## config.mk

```make
export PLATFORM = sky130hd
export DESIGN_NAME = sgm_isqrt
export DESIGN_NICKNAME = d
export VERILOG_FILES = /design/src/sv/scharr_gradient_magnitude_core_assert.svh /design/src/sv/sgm_pkg.sv /design/src/sv/sgm_isqrt.sv
export SDC_FILE = /design/constraint.sdc
export NUM_CORES = 1
export LEC_CHECK = 0
export ABC_AREA = 0
export BUFFER_PORTS_ARGS = -buffer_cell sky130_fd_sc_hd__buf_2
export CORE_ASPECT_RATIO = 1.1
export CORE_MARGIN = 10
export CORE_UTILIZATION = 56
export CTS_CLUSTER_DIAMETER = 150
export DETAILED_ROUTE_END_ITERATION = 12
export GPL_TIMING_DRIVEN = 0
export PLACE_DENSITY_LB_ADDON = 0.2
export REMOVE_ABC_BUFFERS = 1
export SLEW_MARGIN = 40
export SYNTH_ARGS = -nofsm -noshare
export SYNTH_HDL_FRONTEND = slang
export SYNTH_SLANG_ARGS = --single-unit
```

## constraint.sdc

```tcl
create_clock -name clk -period 4.8 [get_ports clk]
set_input_delay 0 -clock clk [delete_from_list [all_inputs] [get_ports clk]]
set_output_delay 0 -clock clk [all_outputs]
set_load 0.01 [all_outputs]
```

## src/sv/scharr_gradient_magnitude_core_assert.svh

```systemverilog
// Assertion macros for the Scharr gradient magnitude core.
// Expects clk and rst_n in the scope of the including module.
`ifndef SCHARR_GRADIENT_MAGNITUDE_CORE_ASSERT_SVH
`define SCHARR_GRADIENT_MAGNITUDE_CORE_ASSERT_SVH

// Consequent must hold in the same cycle as the antecedent.
`define SGM_ASSERT_SAME(label, ante, cons) \
    label: assert property (@(posedge clk) disable iff (!rst_n) (ante) |-> (cons)) \
        else $error("sgm assertion failed");

// Consequent must hold in the cycle after the antecedent.
`define SGM_ASSERT_NEXT(label, ante, cons) \
    label: assert property (@(posedge clk) disable iff (!rst_n) (ante) |=> (cons)) \
        else $error("sgm assertion failed");

`endif

```

## src/sv/sgm_pkg.sv

```systemverilog
// Shared types, constants and helpers for the Scharr gradient magnitude core.
// No dependencies.
`timescale 1ns / 1ps
package sgm_pkg;

    localparam int MAX_WIDTH = 1024;
    localparam int COL_W     = $clog2(MAX_WIDTH);
    localparam int WIDTH_W   = 11;
    localparam int HEIGHT_W  = 12;
    localparam int ROW_W     = HEIGHT_W + 1;
    localparam int GRAD_W    = 13;
    localparam int SQ_W      = 25;
    localparam int ROOT_W    = 13;

    localparam logic CFG_IMAGE_WIDTH  = 1'b0;
    localparam logic CFG_IMAGE_HEIGHT = 1'b1;

    typedef enum logic [2:0] {
        ST_IDLE,
        ST_READ,
        ST_GRAD,
        ST_SQUARE,
        ST_ROOT,
        ST_HOLD
    } sgm_state_t;

    // [col][row]: col 0 oldest, row 0 top
    typedef logic [2:0][2:0][7:0] sgm_win_t;

    // Pick three window columns; optionally replace the top row by the bottom.
    function automatic sgm_win_t sgm_pick(input sgm_win_t win, input logic [1:0] lc,
                                          input logic [1:0] cc, input logic [1:0] rc,
                                          input logic flip);
        sgm_win_t nb;
        nb[0] = win[lc];
        nb[1] = win[cc];
        nb[2] = win[rc];
        if (flip)
        begin
            nb[0][0] = nb[0][2];
            nb[1][0] = nb[1][2];
            nb[2][0] = nb[2][2];
        end
        return nb;
    endfunction

endpackage

```

## src/sv/sgm_isqrt.sv

```systemverilog
// Iterative integer square root, one result bit per cycle.
// Depends on sgm_pkg.
`timescale 1ns / 1ps
module sgm_isqrt
    import sgm_pkg::*;
(
    input  logic              clk,
    input  logic              rst_n,
    input  logic              start,
    input  logic [SQ_W-1:0]   value,
    output logic              done,
    output logic [ROOT_W-1:0] root
);

    logic            busy_reg;
    logic            done_reg;
    logic [SQ_W-1:0] v_reg;
    logic [SQ_W-1:0] res_reg;
    logic [SQ_W-1:0] bit_reg;
    logic [SQ_W:0]   trial;
    logic            fits;

    assign trial = {1'b0, res_reg} + {1'b0, bit_reg};
    assign fits  = {1'b0, v_reg} >= trial;

    always_ff @(posedge clk or negedge rst_n)
    begin
        if (!rst_n)
        begin
            busy_reg <= 1'b0;
            done_reg <= 1'b0;
        end
        else
        begin
            if (start)
            begin
                busy_reg <= 1'b1;
                done_reg <= 1'b0;
            end
            else if (busy_reg && bit_reg == SQ_W'(1))
            begin
                busy_reg <= 1'b0;
                done_reg <= 1'b1;
            end
            else
                done_reg <= 1'b0;
        end
    end

    always_ff @(posedge clk)
    begin
        if (start)
        begin
            v_reg   <= value;
            res_reg <= '0;
            bit_reg <= SQ_W'(1) << (SQ_W - 1);
        end
        else if (busy_reg)
        begin
            if (fits)
            begin
                v_reg   <= v_reg - trial[SQ_W-1:0];
                res_reg <= (res_reg >> 1) + bit_reg;
            end
            else
                res_reg <= res_reg >> 1;
            bit_reg <= bit_reg >> 2;
        end
    end

    assign done = done_reg;
    assign root = res_reg[ROOT_W-1:0];

endmodule

```

; After elaboration in Yosys (flattened, before gate mapping)
; Cells that the tools add are included.
[word_totals]
reg_bits = 65
inputBits = 28
output_inout_bits = 14
elab_cells = 23
[classes]
addsub = 3
order_cmp = 1
n_eq_ne = 1
n_mux = 8
reduce_logical = 5
[ops]
columns = op, n
row1 = $mux W25, 4
row2 = $add A25 B25 Y26, 1
row3 = $ge A25 B26 Y1, 1
row4 = $add A24 B25 Y25, 1
row5 = $sub A25 B25 Y25, 1
row6 = $eq A13 B1 Y1 const B, 1
row7 = $reduce_bool A2 Y1, 3
row8 = $mux W1, 4
row9 = $reduce_and A2 Y1, 1
row10 = $logic_and A1 B1 Y1, 1

; Longest topological paths before layout
[depth]
word_depth = 5
depth_mapped = 19
mapped_depth_nobuf = 17

; Worst setup path after synthesis
; No wires, ideal clock.
[synth_path]
path_kind = register to register
startpoint = register res_reg[0]
endpoint = register v_reg[0], enable pin
setup_time_ps = 381
t_arrival_ps = 4521
required_time_ps = 4419
slack_ps = -101
stages_incl_launch_ff = 19
n_path_buf = 2
period_less_slack_ps = 4901
path_cell_list = dfxtp_1 ha_1 ha_1 a21o_1 a31oi_1 o21ai_0 a31o_2 a31o_2 a311oi_1 nor3_1 ha_1 nand4_2 nor3_2 nand3_1 o221ai_2 o21a_1 buf_2 buf_2 a21o_1
[synth_via]
elab_chain_cells = 4
[synth_rtl]
columns = element, line
row1 = start: declaration, sgm_isqrt.sv:18  ; logic [SQ_W-1:0] res_reg;
row2 = start signal: assignment, sgm_isqrt.sv:63  ; res_reg <= (res_reg >> 1) + bit_reg;
row3 = start signal: assignment, sgm_isqrt.sv:66  ; res_reg <= res_reg >> 1;
row4 = $add A25 B25 Y26, sgm_isqrt.sv:23  ; assign trial = {1'b0, res_reg} + {1'b0, bit_reg};
row5 = $ge A25 B26 Y1, sgm_isqrt.sv:24  ; assign fits = {1'b0, v_reg} >= trial;
row6 = $reduce_bool A2 Y1 (no source line), n/a
row7 = $reduce_and A2 Y1 (no source line), n/a
row8 = end signal: assignment, sgm_isqrt.sv:54  ; v_reg <= value;
row9 = end signal: assignment, sgm_isqrt.sv:62  ; v_reg <= v_reg - trial[SQ_W-1:0];
row10 = end: declaration, sgm_isqrt.sv:17  ; logic [SQ_W-1:0] v_reg;
; No other way between the ends.
; A chain may end at the register's enable or synchronous reset.

; Final worst setup path
[layout_path]
startpoint = register bit_reg[0]
endpoint = register res_reg[3]
[layout_via]
elab_chain_cells = 3
word_cells_on_any_way = 4
classes_between = add/sub (2) / order compare (1) / mux (1)
[layout_rtl]
columns = element, line
row1 = start: declaration, sgm_isqrt.sv:19  ; logic [SQ_W-1:0] bit_reg;
row2 = start signal: assignment, sgm_isqrt.sv:56  ; bit_reg <= SQ_W'(1) << (SQ_W - 1);
row3 = start signal: assignment, sgm_isqrt.sv:67  ; bit_reg <= bit_reg >> 2;
row4 = $add A25 B25 Y26, sgm_isqrt.sv:23
row5 = $ge A25 B26 Y1, sgm_isqrt.sv:24
row6 = $mux W25 (*), sgm_isqrt.sv:60  ; if (fits)
; Every way passes the cells marked *; elsewhere a longest branch is shown, timed or not.

==> metrics <==
Tightest Pin Transition=between 0.8 and 0.9 ns; #FFs+latches synth=65; PD cells=555 mW/mm^2; GRT Residual Overflow=0; largest family of logic cells by synthesized area=compound AO/OA/AOI/OAI gates; CTS tree=yes; most frequent cells in the layout=nand2_1, nor2_1, ha_1; outcome=completed; wire length per cell=roughly 17 microns; DP HPWL=between 10 and 15 mm; combinational power share=~62%; worst path arrival time=between 4 and 5 ns; largest net degree at the start of global routing=85; CP max-delay cell=ha_2; static leakage=between 0.002 and 0.003 uW; Nets=about 820; post-synthesis sequential area ratio=27.3%; Initial Util=between 50 and 60%; Worst IR Drop VDD=between 300 and 400 uV; Switching Share=a little under half; post-synthesis compound-gate area fraction=27.1%; CP Cell Sequence=ha_1 > ha_1 > a21o_1 > a31oi_2 > o21ai_1 > a31o_2 > a31o_2 > a311oi_2 > nor3_1 > ha_2 > nand4_4 > nor3_4 > nand3_1 > o221ai_4 > o21ai_4 > or3_1 > a311oi_1; WL final=around 15 mm; CP Max Fanout=12; post-route clock period utilization=between 90% and 100%; drt pass-1 iters=5; Hold Vio Cnt, Final=0; WP data required=5.06 ns; Worst Clk Skew=0.00814 ns; max cap viols=0; CP Class=reg -> reg; cells after synthesis=roughly 700; Core Rows=38; most common cell after layout, fill and taps aside=nand2_1; Fmax=0.218 GHz; largest area contributor in the netlist=dfxtp_1; # IOs=42; initial DRC count=between 200 and 300; number of global-route vias before repair=approximately 5100; antenna diode count=0; core outline area=around 0.01 sq mm; number of H-tree branching levels=3; TNS Setup=0 ns; final setup fails=0; CP peak stage delay=~0.42 ns; adder-cell share of the synthesized area=a little under an eighth; share of layout cells above drive strength 1=about 14%; Post-synth EDFFs=25; Worst setup EP type=flip-flop; die area=0.0147 sq mm; Bufs on Longest Clock Path=2; P&R area growth vs syn=13.7%; initial antenna violation count=0; Hold WC Path Type=in -> reg; xor and xnor area share after synthesis=a little under 6%; most used flip-flop cell after synthesis=dfxtp_1; Setup crit start kind=flip-flop; Yosys top cell area share=a little over an eighth; first-pass GRT wire length=24.5 mm; Slew HR=between 40% and 50%; clk slew on worst S/H paths=approximately 0.070 ns; DRC=0; RSZ-0062 raised after global routing=no; Slew Limit Fails=0; Register Area=around 0.0016 sq mm; Mapped Avg Cell Area=slightly above 8 sq um; Net Sw Power=roughly 1600 uW; Num CTS Buffers=9; via/cell ratio=6.34; port bufs=41; GRT Util Overall=about 20%; DIE HEIGHT=~130 microns; Die X=roughly 120 microns; clock root cell=clkbuf_8; top cells by area, synth=dfxtp_1, edfxtp_1, ha_1, nand2_1, o21ai_0; multi-input logic area=between 0.003 and 0.004 sq mm; remaining antenna violation count=0; GPL Wtd Cong=approximately 0.9; Synthesis Warnings=0; minimum clock period=4.58 ns; Clk pwr share=12.3%; Setup WS pre-CTS=-1.12 ns; Layout fillers=around 850; mux cell area share after synthesis=~2.8%; via count=5461; slack of the critical path=approximately 0.22 ns; Sequential Power Share=about a quarter; Mapped Area=0.00573 sq mm; Synth cell types=about 70; Cell Int Power=between 1500 and 2000 uW; latest clock arrival within the worst-skew pair=0.35 ns; async set or reset register ratio after synthesis=3.08%; clock sink total=65; Synth Area in Simple Gates=about a fifth
[what timing repair did]
item,CTS,global route
pin swaps,4,5
gates cloned,2,0
endpoints found under the setup margin,50,52
endpoints found under the hold margin,22,0
setup buffers,6,4
gates resized for setup,8,15
hold buffers,22,0
[power by group through the flow]
stage | clock, uW | combinational (uW) | sequential, uW
floorplan | 0 | 1470 | 894
global placement | 0 | 1830 | 920
detailed placement | 0 | 1880 | 927
CTS | 457 | 2080 | 914
global route | 477 | 2480 | 933
finish | 445 | 2250 | 915
[Yosys cell counts (4+ instances only)]
| cell type | count |
|---|---|
| nand2_1 | 73 |
| nor2_1 | 63 |
| ha_1 | 52 |
| o21ai_0 | 48 |
| dfxtp_1 | 38 |
| a21oi_1 | 37 |
| edfxtp_1 | 25 |
| xor2_1 | 23 |
| a31oi_1 | 20 |
| nor3_1 | 20 |
| inv_1 | 18 |
| nand3_1 | 17 |
| a211oi_1 | 16 |
| xnor2_1 | 16 |
| mux2i_1 | 15 |
| clkbuf_1 | 14 |
| buf_4 | 13 |
| o211ai_1 | 13 |
| a311oi_1 | 12 |
| nand2b_1 | 12 |
| or3_1 | 12 |
| buf_1 | 8 |
| o21a_1 | 8 |
| a31o_2 | 7 |
| buf_2 | 7 |
| nor4_1 | 7 |
| o31ai_1 | 7 |
| a21o_1 | 6 |
| nand4_1 | 6 |
| o21bai_1 | 6 |
| nor3b_1 | 4 |
| o211a_1 | 4 |
| o32ai_1 | 4 |
[per-layer routing]
metal	GRT usage [%]	part of all wire, %
met5	0	0
met4	6.93	1.9
met3	2.90	5.1
met2	34.1	50
met1	25.4	43
[worst paths after layout]
| kind | from | to | slack, ns | depth (start not counted) |
|---|---|---|---|---|
| setup / recovery | bit_reg[0] | res_reg[3] | 0.22 | 17 |
| hold / removal | value[7] | v_reg[7] | 0.02 | 3 |
| setup reg to reg | bit_reg[0] | res_reg[3] | 0.22 | 17 |
| hold reg to reg | res_reg[0] | res_reg[0] | 0.50 | 2 |
| max in group asynchronous | rst_n | busy_reg | 4.17 | 3 |
| min in group asynchronous | rst_n | busy_reg | 0.49 | 3 |
[layout make-up]
cell class	count	area share (%)
timing repair buffer	74	8.66
sequential	65	24.1
inverter	19	1.10
clock buffer	12	2.56
tap	120	2.31
clock inverter	2	0.173
multi-input combinational	569	61.1
[per-stage QoR]
step | instance area (sq um) | hold slack (ns) | utilization [%] | std cells | total power (uW)
CTS | 6400 | 0.0155 | 64.4 | 857 | 3450
global route | 6510 | 0.0279 | 65.5 | 861 | 3890
finish | 6510 | 0.0246 | 65.5 | 861 | 3620
detailed placement | 5880 | -0.211 | 59.2 | 813 | 2810
global placement | 5840 | -0.216 | 58.8 | 812 | 2750
floorplan | 5490 | -0.296 | - | 651 | 2360
[worst max-delay path: cells and delay by family, from the launching register on]
kind / cells / cell delay, ns
adder cells (fa/ha/maj): 3 / 0.87
AO/OA/AOI/OAI: 9 / 2.20
AND/OR/NAND/NOR: 5 / 1.06
flip-flops: 1 / 0.35
[cells by family (layout without fill, tap and decap cells)]
group,count (synthesis),in the layout
adder cells (fa/ha/maj),53,53
flip-flops,65,65
buffers and inverters,63,107
AO/OA/AOI/OAI,223,225
multiplexers,16,16
AND/OR/NAND/NOR,236,236
XOR/XNOR,39,39
No activity file was read; power rests on OpenSTA's default activity.
